`config.mk`:
```
export PLATFORM = sky130hd
export DESIGN_NAME = base64_stream_codec_flat
export DESIGN_NICKNAME = d
export VERILOG_FILES = /design/src/rtl/b64sc_pkg.sv /design/src/rtl/b64sc_req_if.sv /design/src/rtl/b64sc_rsp_if.sv /design/src/rtl/b64sc_step.sv /design/src/rtl/base64_stream_codec.sv /design/src/flat_wrapper.sv
export SDC_FILE = /design/constraint.sdc
export NUM_CORES = 1
export LEC_CHECK = 0
export BUFFER_PORTS_ARGS = -buffer_cell sky130_fd_sc_hd__buf_4
export CORE_MARGIN = 4
export CORE_UTILIZATION = 63
export CTS_CLUSTER_SIZE = 30
export DETAILED_ROUTE_END_ITERATION = 8
export PLACE_DENSITY = 0.8
export SLEW_MARGIN = 20
export SYNTH_ARGS = -nofsm -noshare
export SYNTH_HDL_FRONTEND = slang
export SYNTH_SLANG_ARGS = --single-unit
```
`constraint.sdc`:
```
create_clock -name clock -period 3.8 [get_ports clock]
set_input_delay 0.38 -clock clock [delete_from_list [all_inputs] [get_ports clock]]
set_output_delay 0.38 -clock clock [all_outputs]
set_load 0.005 [all_outputs]
```
`src/rtl/b64sc_pkg.sv`:
```
`timescale 1ns / 1ps
// ----------------------------------------------------------------------------
// b64sc_pkg
// Shared types, constants and alphabet functions for the Base64 stream codec.
// ----------------------------------------------------------------------------
package b64sc_pkg;

   localparam int unsigned BatchMax = 4;
   localparam int unsigned CntW     = $clog2(BatchMax + 1);

   localparam logic MODE_ENCODE = 1'b0;
   localparam logic MODE_DECODE = 1'b1;

   localparam logic [7:0] PAD_CHAR = 8'h3D;

   typedef struct packed {
      logic [1:0] phase;
      logic [5:0] carry;
      logic       stopped;
   } grp_state_type;

   typedef struct packed {
      logic [CntW-1:0]           cnt;
      logic [BatchMax-1:0][7:0]  data;
      logic                      dv;    // data flag of entry 0
      logic                      last;  // batch closes the message
   } batch_type;

   typedef struct packed {
      logic       ok;
      logic [5:0] sextet;
   } sextet_type;

   function automatic logic [7:0] enc_char(input logic [5:0] s);
      logic [7:0] w;
      w = {2'b00, s};
      if (s < 6'd26)      enc_char = 8'(w + 8'h41);
      else if (s < 6'd52) enc_char = 8'(w + 8'h47);
      else if (s < 6'd62) enc_char = 8'(w - 8'h04);
      else if (s == 6'd62) enc_char = 8'h2B;
      else                enc_char = 8'h2F;
   endfunction

   function automatic sextet_type dec_char(input logic [7:0] ch);
      sextet_type r;
      r.ok     = 1'b1;
      r.sextet = 6'd0;
      if (ch >= 8'h41 && ch <= 8'h5A)      r.sextet = 6'(ch - 8'h41);
      else if (ch >= 8'h61 && ch <= 8'h7A) r.sextet = 6'(ch - 8'h47);
      else if (ch >= 8'h30 && ch <= 8'h39) r.sextet = 6'(ch + 8'h04);
      else if (ch == 8'h2B)                r.sextet = 6'd62;
      else if (ch == 8'h2F)                r.sextet = 6'd63;
      else                                 r.ok     = 1'b0;
      return r;
   endfunction

endpackage

```
`src/rtl/b64sc_req_if.sv`:
```
`timescale 1ns / 1ps
// ----------------------------------------------------------------------------
// b64sc_req_if
// Input channel of the codec: one byte or character per item.
// ----------------------------------------------------------------------------
interface b64sc_req_if;
   logic       valid;
   logic       ready;
   logic [7:0] in_byte;
   logic       in_last;

   modport source (output valid, output in_byte, output in_last, input ready);
   modport sink   (input valid, input in_byte, input in_last, output ready);
endinterface

```
`src/rtl/b64sc_rsp_if.sv`:
```
`timescale 1ns / 1ps
// ----------------------------------------------------------------------------
// b64sc_rsp_if
// Result channel of the codec: one character or byte per item.
// ----------------------------------------------------------------------------
interface b64sc_rsp_if;
   logic       valid;
   logic       ready;
   logic [7:0] out_byte;
   logic       out_valid;
   logic       out_last;

   modport source (output valid, output out_byte, output out_valid, output out_last,
                   input ready);
   modport sink   (input valid, input out_byte, input out_valid, input out_last,
                   output ready);
endinterface

```
`src/rtl/b64sc_step.sv`:
```
`timescale 1ns / 1ps
// ----------------------------------------------------------------------------
// b64sc_step
// Combinational group step: maps one input item and the group state to the
// batch of results it completes and the next group state.
// ----------------------------------------------------------------------------
module b64sc_step
   import b64sc_pkg::*;
(
   input  logic          mode,
   input  logic [7:0]    in_byte,
   input  logic          in_last,
   input  grp_state_type st,
   output grp_state_type st_nxt,
   output batch_type     batch
);

   logic [1:0] ph;
   sextet_type dc;

   always_comb begin
      ph     = st.phase;
      dc     = dec_char(in_byte);
      st_nxt = st;
      batch  = '0;
      batch.dv   = 1'b1;
      batch.last = in_last;

      if (mode == MODE_ENCODE) begin
         if (ph == 2'd3) begin
            ph = 2'd0;
         end
         st_nxt.stopped = 1'b0;
         case (ph)
            2'd0: begin
               batch.data[0] = enc_char(in_byte[7:2]);
               if (in_last) begin
                  batch.data[1] = enc_char({in_byte[1:0], 4'b0000});
                  batch.data[2] = PAD_CHAR;
                  batch.data[3] = PAD_CHAR;
                  batch.cnt     = CntW'(4);
               end else begin
                  batch.cnt     = CntW'(1);
               end
               st_nxt.carry = {in_byte[1:0], 4'b0000};
               st_nxt.phase = 2'd1;
            end
            2'd1: begin
               batch.data[0] = enc_char(st.carry | {2'b00, in_byte[7:4]});
               if (in_last) begin
                  batch.data[1] = enc_char({in_byte[3:0], 2'b00});
                  batch.data[2] = PAD_CHAR;
                  batch.cnt     = CntW'(3);
               end else begin
                  batch.cnt     = CntW'(1);
               end
               st_nxt.carry = {in_byte[3:0], 2'b00};
               st_nxt.phase = 2'd2;
            end
            default: begin
               batch.data[0] = enc_char(st.carry | {4'b0000, in_byte[7:6]});
               batch.data[1] = enc_char(in_byte[5:0]);
               batch.cnt     = CntW'(2);
               st_nxt.carry  = '0;
               st_nxt.phase  = 2'd0;
            end
         endcase
      end else begin
         if (!st.stopped) begin
            if (in_byte == PAD_CHAR && ph[1]) begin
               st_nxt.stopped = 1'b1;
            end else if (dc.ok) begin
               case (ph)
                  2'd0: begin
                     st_nxt.carry = dc.sextet;
                     st_nxt.phase = 2'd1;
                  end
                  2'd1: begin
                     batch.data[0] = {st.carry, dc.sextet[5:4]};
                     batch.cnt     = CntW'(1);
                     st_nxt.carry  = {2'b00, dc.sextet[3:0]};
                     st_nxt.phase  = 2'd2;
                  end
                  2'd2: begin
                     batch.data[0] = {st.carry[3:0], dc.sextet[5:2]};
                     batch.cnt     = CntW'(1);
                     st_nxt.carry  = {4'b0000, dc.sextet[1:0]};
                     st_nxt.phase  = 2'd3;
                  end
                  default: begin
                     batch.data[0] = {st.carry[1:0], dc.sextet};
                     batch.cnt     = CntW'(1);
                     st_nxt.carry  = '0;
                     st_nxt.phase  = 2'd0;
                  end
               endcase
            end
         end
         // a closing item with no byte still gives one empty result
         if (in_last && batch.cnt == '0) begin
            batch.cnt = CntW'(1);
            batch.dv  = 1'b0;
         end
      end

      if (in_last) begin
         st_nxt = '0;
      end
   end

endmodule

```
`src/rtl/base64_stream_codec.sv`:
```
`timescale 1ns / 1ps
// ----------------------------------------------------------------------------
// base64_stream_codec
// Streaming Base64 encoder/decoder, standard alphabet, mode selected by CSR.
// ----------------------------------------------------------------------------
//  channel   dir   handshake      payload
//  req_chan  in    valid/ready    in_byte[7:0], in_last
//  rsp_chan  out   valid/ready    out_byte[7:0], out_valid, out_last
//  csr_*     in    csr_wr_en      csr_wr_data = mode (0 encode, 1 decode)
//
//  An item is registered, then one pass of logic turns it into up to four
//  results held in a result buffer that drains one result per cycle while
//  the result port is ready. Decode sustains one item per cycle while the
//  result port is ready; encode is bound by the result port at four
//  characters per three bytes (plus up to three on the last byte). Reset is
//  synchronous and clears mode, group state and both stages; a stalled
//  result port holds the buffer and then the input register.
// ----------------------------------------------------------------------------
module base64_stream_codec
   import b64sc_pkg::*;
(
   input  logic         clock,
   input  logic         reset,
   b64sc_req_if.sink    req_chan,
   b64sc_rsp_if.source  rsp_chan,
   input  logic         csr_wr_en,
   input  logic         csr_wr_data
);

   logic          mode_ff;
   grp_state_type st_ff, st_nxt;

   logic          item_v_ff, item_v_in;
   logic [7:0]    item_byte_ff;
   logic          item_last_ff;

   logic [CntW-1:0]          cnt_ff, cnt_in;
   logic [BatchMax-1:0][7:0] data_ff, data_in;
   logic                     dv_ff, dv_in;
   logic                     last_ff, last_in;

   batch_type batch;
   logic      pop, load, take;

   b64sc_step u_step (
      .mode    (mode_ff),
      .in_byte (item_byte_ff),
      .in_last (item_last_ff),
      .st      (st_ff),
      .st_nxt  (st_nxt),
      .batch   (batch)
   );

   assign pop  = rsp_chan.valid && rsp_chan.ready;
   assign load = item_v_ff && (cnt_ff == '0 || (cnt_ff == CntW'(1) && rsp_chan.ready));
   assign take = req_chan.valid && req_chan.ready;

   assign req_chan.ready     = !item_v_ff || load;
   assign rsp_chan.valid     = (cnt_ff != '0);
   assign rsp_chan.out_byte  = data_ff[0];
   assign rsp_chan.out_valid = dv_ff;
   assign rsp_chan.out_last  = last_ff && (cnt_ff == CntW'(1));

   always_comb begin
      item_v_in = take || (item_v_ff && !load);
      cnt_in    = cnt_ff;
      data_in   = data_ff;
      dv_in     = dv_ff;
      last_in   = last_ff;
      if (load) begin
         cnt_in  = batch.cnt;
         data_in = batch.data;
         dv_in   = batch.dv;
         last_in = batch.last;
      end else if (pop) begin
         // advance the buffer by one entry
         cnt_in  = CntW'(cnt_ff - CntW'(1));
         for (int i = 0; i < BatchMax - 1; i++) begin
            data_in[i] = data_ff[i+1];
         end
         dv_in   = 1'b1;
      end
   end

   always_ff @(posedge clock) begin
      if (reset) begin
         mode_ff   <= MODE_ENCODE;
         st_ff     <= '0;
         item_v_ff <= 1'b0;
         cnt_ff    <= '0;
      end else begin
         item_v_ff <= item_v_in;
         cnt_ff    <= cnt_in;
         if (csr_wr_en) begin
            mode_ff <= csr_wr_data;
            st_ff   <= '0;
         end else if (load) begin
            st_ff   <= st_nxt;
         end
      end
   end

   always_ff @(posedge clock) begin
      if (take) begin
         item_byte_ff <= req_chan.in_byte;
         item_last_ff <= req_chan.in_last;
      end
      data_ff <= data_in;
      dv_ff   <= dv_in;
      last_ff <= last_in;
   end

   // empty results only close a message
   a_empty_is_last : assert property (@(posedge clock) disable iff (reset)
      rsp_chan.valid && !rsp_chan.out_valid |-> rsp_chan.out_last)
      else $error("empty result not marked last");

   // every encoded result carries a character
   a_enc_all_data : assert property (@(posedge clock) disable iff (reset)
      rsp_chan.valid && mode_ff == MODE_ENCODE |-> rsp_chan.out_valid)
      else $error("empty result in encode mode");

   a_cnt_range : assert property (@(posedge clock) disable iff (reset)
      cnt_ff <= CntW'(BatchMax))
      else $error("result buffer count out of range");

   // encode never reaches the fourth group position
   a_enc_phase : assert property (@(posedge clock) disable iff (reset)
      mode_ff == MODE_ENCODE |-> st_ff.phase != 2'd3)
      else $error("encode group phase out of range");

endmodule
```
`src/flat_wrapper.sv`:
```
// flat-port wrapper written by rule: the top's interface ports become plain ports
module base64_stream_codec_flat import b64sc_pkg::*;
  (clock, reset, csr_wr_en, csr_wr_data, req_chan_valid, req_chan_in_byte, req_chan_in_last, req_chan_ready, rsp_chan_valid, rsp_chan_out_byte, rsp_chan_out_valid, rsp_chan_out_last, rsp_chan_ready);
  b64sc_req_if req_chan_i ();
  b64sc_rsp_if rsp_chan_i ();
  input  logic clock;
  input  logic reset;
  input  logic csr_wr_en;
  input  logic csr_wr_data;
  input wire logic [$bits(req_chan_i.valid)-1:0] req_chan_valid;
  input wire logic [$bits(req_chan_i.in_byte)-1:0] req_chan_in_byte;
  input wire logic [$bits(req_chan_i.in_last)-1:0] req_chan_in_last;
  output wire logic [$bits(req_chan_i.ready)-1:0] req_chan_ready;
  output wire logic [$bits(rsp_chan_i.valid)-1:0] rsp_chan_valid;
  output wire logic [$bits(rsp_chan_i.out_byte)-1:0] rsp_chan_out_byte;
  output wire logic [$bits(rsp_chan_i.out_valid)-1:0] rsp_chan_out_valid;
  output wire logic [$bits(rsp_chan_i.out_last)-1:0] rsp_chan_out_last;
  input wire logic [$bits(rsp_chan_i.ready)-1:0] rsp_chan_ready;
  assign req_chan_i.valid = req_chan_valid;
  assign req_chan_i.in_byte = req_chan_in_byte;
  assign req_chan_i.in_last = req_chan_in_last;
  assign req_chan_ready = req_chan_i.ready;
  assign rsp_chan_valid = rsp_chan_i.valid;
  assign rsp_chan_out_byte = rsp_chan_i.out_byte;
  assign rsp_chan_out_valid = rsp_chan_i.out_valid;
  assign rsp_chan_out_last = rsp_chan_i.out_last;
  assign rsp_chan_i.ready = rsp_chan_ready;
  base64_stream_codec u_core (.clock(clock), .reset(reset), .req_chan(req_chan_i), .rsp_chan(rsp_chan_i), .csr_wr_en(csr_wr_en), .csr_wr_data(csr_wr_data));
endmodule
```
==> results.md, run 1 <==
- The transition time at the pin with the least slew margin is ~0.83 ns.
- The worst register-to-register path has a depth of 9.
- The classification of the worst setup path is reg -> reg.
- The share of the Yosys chip area taken by registers is 0.248.
- The end point of the most critical hold path is u_core.item_byte_ff[3].
- The initial standard-cell utilization of the core is 0.644.
- The worst hold path cell count is 1.
- The final-report hold violation count came to 0.
- The routability congestion estimate is between 1 and 1.5.
- Power spread over the standard cell area amounts to roughly 450 nW/um^2.
- The clock-pin transition on the worst setup and hold timing paths is approximately 0.10 ns.
- The core box area is between 7000 and 8000 sq um.
- The flip-flop cell with the highest count after synthesis is edfxtp_1.
- At the later pin of the worst-skew pair, clock insertion delay measures 0.32 ns.
- Setup repair after global routing left no endpoint under its margin.
- The area growth from synthesis to final layout is 6.30%.
- The aggregate global routing overflow is 0.
- After clock tree synthesis, the setup repair step added 0 buffers.
- The boundary pin count is 27.
- In the final timing run, aggregate negative setup slack is 0 ns.
- The startpoint of the most critical register-to-register path is u_core.item_byte_ff[2].
- The total track usage is 0.327.
- STA classifies the critical path endpoint as a flop.
- In this run the number of H-tree levels came out at 2.
- For the worst setup path, the data arrival time is between 3 and 4 ns.
- The sum of routed wire length over all layers is around 14,000 um.
- The die covers slightly below 9000 sq um.
- The initial antenna violation count was 0.
- For the final database, setup skew stands at just over 0.009 ns.
- The gate count after technology mapping is roughly 600.
- The register bit total from synthesis is 43.
- Across the VDD grid, the largest voltage drop is between 300 and 400 uV.
- The via count of the first global-routing pass was ~4,400.
- The average instance in the mapped netlist occupies 7.78 sq um.
- The smallest hold slack is 0.231 ns.
- For this run, the number of Yosys warnings is 0.
- Entering global routing, the biggest net connects 24 pins.
- The tree is rooted in a clkbuf_8.
- The floorplan step set the die width to between 90 and 100 um.
- The endpoint of the worst-slack reg-to-reg timing path is u_core.rsp_chan.out_byte[2].
- The tightest min-delay check is of the in -> reg type.
- The DRC violation total after the first TritonRoute iteration is roughly 530.
- The die height is 93.9 um.
- TritonCTS built the clock tree.
- After detailed routing, the number of vias per cell comes to roughly 7.
- The mapped netlist covers 4650 sq um.
- After synthesis, the netlist uses 82 different library cells.
- Counting flops with an async set or reset pin after synthesis yields a share of 0.
- The tool flagged a number of max-cap violations equal to 0.
- The half-perimeter wire length after placement is between 10,000 and 15,000 um.
- The number of max-slew violations in the final report is 0.
- The run finished with clean final reports.
- After detailed routing, the average wire length per cell comes to between 20 and 25 um.
- The critical path data required time is about 3.9 ns.
- The pre-antenna-repair detailed-routing pass consisted of 6 iterations.
- The detail route stage leaves a number of antenna-violating nets equal to 0.
- The diode insertion count for antenna repair is 0.
- Hold repair after CTS inserted 0 buffers.
- The post-cts resize count is 0.
- The share of the cycle needed by the critical path after routing is 0.862.
- The residual DRC count is 0.
- Subtracting the final worst setup slack from the clock period gives ~3.3 ns.
- The worst pin sits at a relative slew slack of 0.444.
- The worst hold path begins at req_chan_in_byte[3].
- The tree built by TritonCTS fans out to 43 sinks.
- Setup violations remaining at the end of the flow were counted as 0.
- The number of core rows is 31.
- The wire length of the first global-routing pass is 22,600 um.
- The deepest clock path buffer count is 2.
- The analysis attributes to cell leakage a power of 0.00190 uW.
- The maximum clock frequency is between 300 and 400 MHz.
- The number of nets produced by synthesis is ~650.
- In the final layout, the share of cells above drive strength 1 is 0.132.
- The routed layout has ~4,900 vias.
- The maximum fanout along the worst path is 10.
- The register-to-register setup slack is 0.53 ns.
- The number of input and output port buffers inserted is 26.
- The number of synthesized flops with an enable pin is 29.
- The launching element type of the critical path is a flop.
- After the last flow step, the layout net total stands at 644.
- The number of buffers created by CTS is 5.
==> through the flow <==
step / area [sq um] / total power (uW) / setup WS, ns / util / cells
global route: 4940 / 2330 / 0.327 / 0.685 / 696
finish: 4940 / 2210 / 0.526 / 0.685 / 696
detailed placement: 4850 / 1870 / 0.638 / 0.672 / 688
CTS: 4940 / 2190 / 0.601 / 0.685 / 696
floorplan: 4650 / 1550 / 0.747 / - / 598
global placement: 4850 / 1850 / 0.653 / 0.672 / 688
==> cells by family (layout without fill, tap and decap cells) <==
kind of cell / count (synthesis) / count (layout) / share of synthesized area
multiplexers: 7 / 7 / 0.0156
flip-flops: 43 / 43 / 0.248
AND/OR/NAND/NOR: 210 / 210 / 0.226
adder cells (fa/ha/maj): 33 / 33 / 0.0888
AO/OA/AOI/OAI: 204 / 204 / 0.311
buffers and inverters: 84 / 83 / 0.0797
XOR/XNOR: 17 / 17 / 0.0320
==> worst max-delay path by stage <==
stage / depth (start not counted) / from / to
after global routing: 9 / u_core.item_byte_ff[2] / u_core.st_ff[5]
after CTS: 9 / u_core.item_byte_ff[2] / u_core.st_ff[5]
final: 9 / u_core.item_byte_ff[2] / u_core.rsp_chan.out_byte[2]
after detailed placement: 9 / u_core.item_byte_ff[2] / u_core.st_ff[5]
after floorplan: 11 / u_core.item_byte_ff[3] / u_core.rsp_chan.out_byte[1]
after global placement: 9 / u_core.item_byte_ff[2] / u_core.st_ff[5]
==> layout make-up <==
cell class | instances | area [sq um]
Sequential cell | 43 | 1150
Clock buffer | 5 | 68.8
Inverter | 31 | 116
Tap cell | 99 | 124
Clock inverter | 3 | 23.8
Fill cell | 634 | 2270
Multi-Input combinational cell | 471 | 3130
Timing Repair Buffer | 44 | 330
==> critical path, cell delays in order (launching register included) <==
cell and delay (ns):
edfxtp_1 0.57, inv_1 0.28, ha_1 0.34, a21o_1 0.19, a21oi_1 0.12, o211ai_2 0.37, nand3_2 0.14, o311ai_1 0.64
a211oi_1 0.19, o211ai_1 0.24
==> cells in the final DEF (no fill, tap or decap), types with 7 or more instances in the layout <==
master and instances:
ha_1 33, a211oi_1 11, nor3_1 18, nand3_1 20, o211ai_1 11, nand2_1 61, o221ai_1 7, xnor2_1 11
inv_1 31, dfxtp_1 14, buf_4 44, edfxtp_1 29, a31oi_1 13, a21oi_1 40, or2_2 8, nor2_1 47
nand4_1 9, a21o_1 7, nand2b_1 10, o21ai_0 43
==> synthesized netlist by cell type, drive strengths merged, types with 13 or more instances <==
library cell,count,area (sq um)
nor3,19,100
ha,33,413
inv,31,116
nand2,61,229
o21ai,44,220
a211oi,13,115
dfxtp,14,280
clkbuf,33,124
nand3,21,110
a31oi,14,103
nor2,48,183
buf,20,130
edfxtp,29,871
a21oi,41,209
==> power by group <==
group          internal, uW  leakage [uW]  switching [uW]
combinational           436       0.00146             680
clock                   132     0.0000408             187
sequential              691      0.000393            86.0
==> sequential cells by signal, summed over array words and instances (netlist names) <==
signal                     count
u_core.rsp_chan.out_valid      1
u_core.rsp_chan.out_byte       8
u_core.cnt_ff                  3
u_core.item_byte_ff            8
u_core.item_last_ff            1
u_core.last_ff                 1
u_core.item_v_ff               1
u_core.st_ff                   9
u_core.data_ff                10
u_core.mode_ff                 1
==> metal layers <==
layer	share of wire	vias to the layer above	global-route usage
met5	0	-	0
met1	0.41	2247	0.433
met4	0.042	0	0.149
met2	0.45	343	0.515
li1	-	2210	-
met3	0.097	63	0.0633
Note: power is estimated with default switching activity, not from simulation.
==> inputs of run 2 (changes only) <==
--- a/config.mk
+++ b/config.mk
@@ -8,6 +8,7 @@
 export BUFFER_PORTS_ARGS = -buffer_cell sky130_fd_sc_hd__buf_4
 export CORE_MARGIN = 4
 export CORE_UTILIZATION = 63
+export CTS_BUF_LIST = sky130_fd_sc_hd__clkbuf_2
 export CTS_CLUSTER_SIZE = 30
 export DETAILED_ROUTE_END_ITERATION = 8
 export PLACE_DENSITY = 0.8
==> results.md, run 2 (synthesis results as in run 1) <==
- The final sum of negative setup slack is 0 ns (unchanged).
- The sum of routed wire length over all layers came to 14,100 um (-0.82%).
- The total track usage was 0.327 (-0.000675).
- The number of max-capacitance violations reported is 0 (unchanged).
- The half-perimeter wire length after placement came to 10,500 um (unchanged).
- The aggregate global routing overflow came to 0 (unchanged).
- The relative slew slack is 0.438 (-0.00575).
- The worst hold path belongs to the class in -> reg.
- The transition time at the pin with the least slew margin is 0.843 ns (+0.00863 ns).
- The number of nets with antenna violations after routing was 0 (unchanged).
- The master of the slowest instance on the critical path is o311ai_1.
- The hold-fix buffer count after cts came to 0 (unchanged).
- The core box area is 7210 sq um (unchanged).
- The clock-pin transition on the worst setup and hold timing paths came to 0.27 ns (+0.17 ns).
- The number of core rows is 31 (unchanged).
- The flow ran to the end, and the final reports show no timing, DRC or antenna violations.
- The launching element type of the critical path is a flop.
- The total number of vias is 4,751 (-2.3%).
- The length of the first detailed-routing pass in iterations came to 6 (unchanged).
- The number of clock sinks is 43 (unchanged).
- The area taken by flip-flops and latches is 1150 sq um (unchanged).
- The dominant delay contributor by cell family on the critical path is compound AO/OA/AOI/OAI gates.
- The initial standard-cell utilization of the core is 0.644 (unchanged).
- TritonCTS built the clock tree.
- The maximum vdd drop is 351 uV (about the same).
- The wire length of the first global-routing pass is 22,600 um (about the same).
- The initial antenna violation count was 0 (unchanged).
- The maximum clock frequency came to 302 MHz (-0.97%).
- The number of buffers created by CTS is 5 (unchanged).
- The area enclosed by the die boundary came to 8820 sq um (unchanged).
- The arrival time reported for the critical path endpoint is 3.69 ns (+0.27 ns).
- The via count of the first global-routing pass is 4,368 (+0.18%).
- The die height is 93.9 um (unchanged).
- The largest net degree at the start of global routing is 24 (unchanged).
- The flip-flop count of the largest register after layout came to 10 (unchanged).
- The share of the cycle needed by the critical path after routing is 0.870 (+0.00840).
- The ratio of total power to cell area is 432 nW/um^2 (-3.5%).
- The time the final worst path needs with I/O delays and setup is 3.31 ns (+0.0319 ns).
- The critical path data required time is 4.19 ns (+0.25 ns).
- The register containing the most flip-flops in the final layout is u_core.data_ff.
- The multi-input combinational cell area is 3130 sq um (unchanged).
- STA classifies the critical path endpoint as a flop.
- The smallest hold slack is 0.0729 ns (-0.158 ns).
- The post-cts resize count came to 0 (unchanged).
- The total of fill cells in the finished design is 644 (+1.6%).
- The number of input and output port buffers inserted was 26 (unchanged).
- The deepest clock path buffer count is 2 (unchanged).
- The area of placed instances is 4850 sq um (unchanged).
- The count of buffer and inverter cells on the critical path is 1 (unchanged).
- Setup repair after global routing left no endpoint under its margin.
- The largest registers in the layout are u_core.data_ff: 10 flops, u_core.st_ff: 9 flops.
- The residual DRC count is 0 (unchanged).
- Relative to the synthesized area, the layout overhead comes to 5.36%.
- The delay contributed by the slowest stage of the critical path came to 0.68 ns (+0.04 ns).
- The boundary pin count is 27 (unchanged).
- The ratio of routed vias to standard cells is 6.83 (-2.3%).
- The maximum fanout along the worst path was 10 (unchanged).
- The routability congestion estimate is 1.03 (unchanged).
- The root buffer cell is clkbuf_2.
- The number of max-slew violations in the final report was 0 (unchanged).
- The number of post-CTS setup repair buffers came to 0 (unchanged).
- Walking the worst path, the cells encountered are inv_1, ha_1, a21o_1, a21oi_1, o211ai_2, nand3_2, o311ai_1, o21ai_0, a311oi_1.
- The final instance area is 4900 sq um (-0.89%).
- The DRC violation total after the first TritonRoute iteration was 509 (-4.7%).
- Leaving out fill and tap cells, the most frequent cell in the layout is nand2_1.
- The diode insertion count for antenna repair was 0 (unchanged).
- In the layout the commonest cells are 61 x nand2_1, 47 x nor2_1, 44 x buf_4.
- The number of nets in the layout is 644 (unchanged).
- The final-report hold violation count came to 0 (unchanged).
- The H-tree depth reported by CTS came to 2 (unchanged).
- The horizontal die dimension came to 93.9 um (unchanged).
- The clock tree skew after final layout is 0.0120 ns (+0.00286 ns).
- The insertion delay to the later sink of the worst-skew pair was 0.45 ns (+0.13 ns).
- The routed wire length per instance is 20.3 um (-0.82%).
- The static leakage power came to 0.00188 uW (-0.80%).
- The share of cells above drive strength 1 is 0.132 (unchanged).
- The worst setup path is of the reg -> reg kind.
- The final setup violation count was 0 (unchanged).
-- run 2: cell counts in the layout (fill, tap and decap cells not counted) --
Identical to the previous run, type by type.
-- run 2: path summary, 6_finish.rpt --
check / end / from / slack [ns] / depth (start not counted)
max reg2reg: u_core.st_ff[5] / u_core.item_byte_ff[2] / 0.49 / 9
min: u_core.item_byte_ff[3] / req_chan_in_byte[3] / 0.07 / 1
max: u_core.st_ff[5] / u_core.item_byte_ff[2] / 0.49 / 9
min reg2reg: u_core.cnt_ff[1] / u_core.cnt_ff[1] / 0.52 / 2
-- run 2: report_power, final --
group	total, uW	switching, uW	internal, uW	leakage [uW]
Sequential	775	84.8	690	0.000393
Clock	229	182	47.1	0.0000256
Combinational	1110	675	436	0.00146
Total	2110	942	1170	0.00188
-- run 2: metal layers --
layer	wire (um)	global-route usage	share of wire
met5	0	0	0
met4	551	0.130	0.039
met3	1230	0.0769	0.087
met2	6480	0.513	0.46
met1	5860	0.433	0.41
-- run 2: stage by stage --
stage                     power (uW)  setup WS [ns]  std cells  utilization
after detailed placement        1870          0.638        688        0.672
after global routing            2250          0.262        696        0.679
after floorplan                 1550          0.747        598            -
final                           2110          0.494        696        0.679
after global placement          1850          0.653        688        0.672
after CTS                       2090          0.562        696        0.679
-- run 2: final cells by class --
type                            count  area share
Tap cell                           99      0.0253
Multi-Input combinational cell    471       0.639
Clock buffer                        5     0.00511
Sequential cell                    43       0.235
Clock inverter                      3     0.00485
Inverter                           31      0.0238
Timing Repair Buffer               44      0.0674
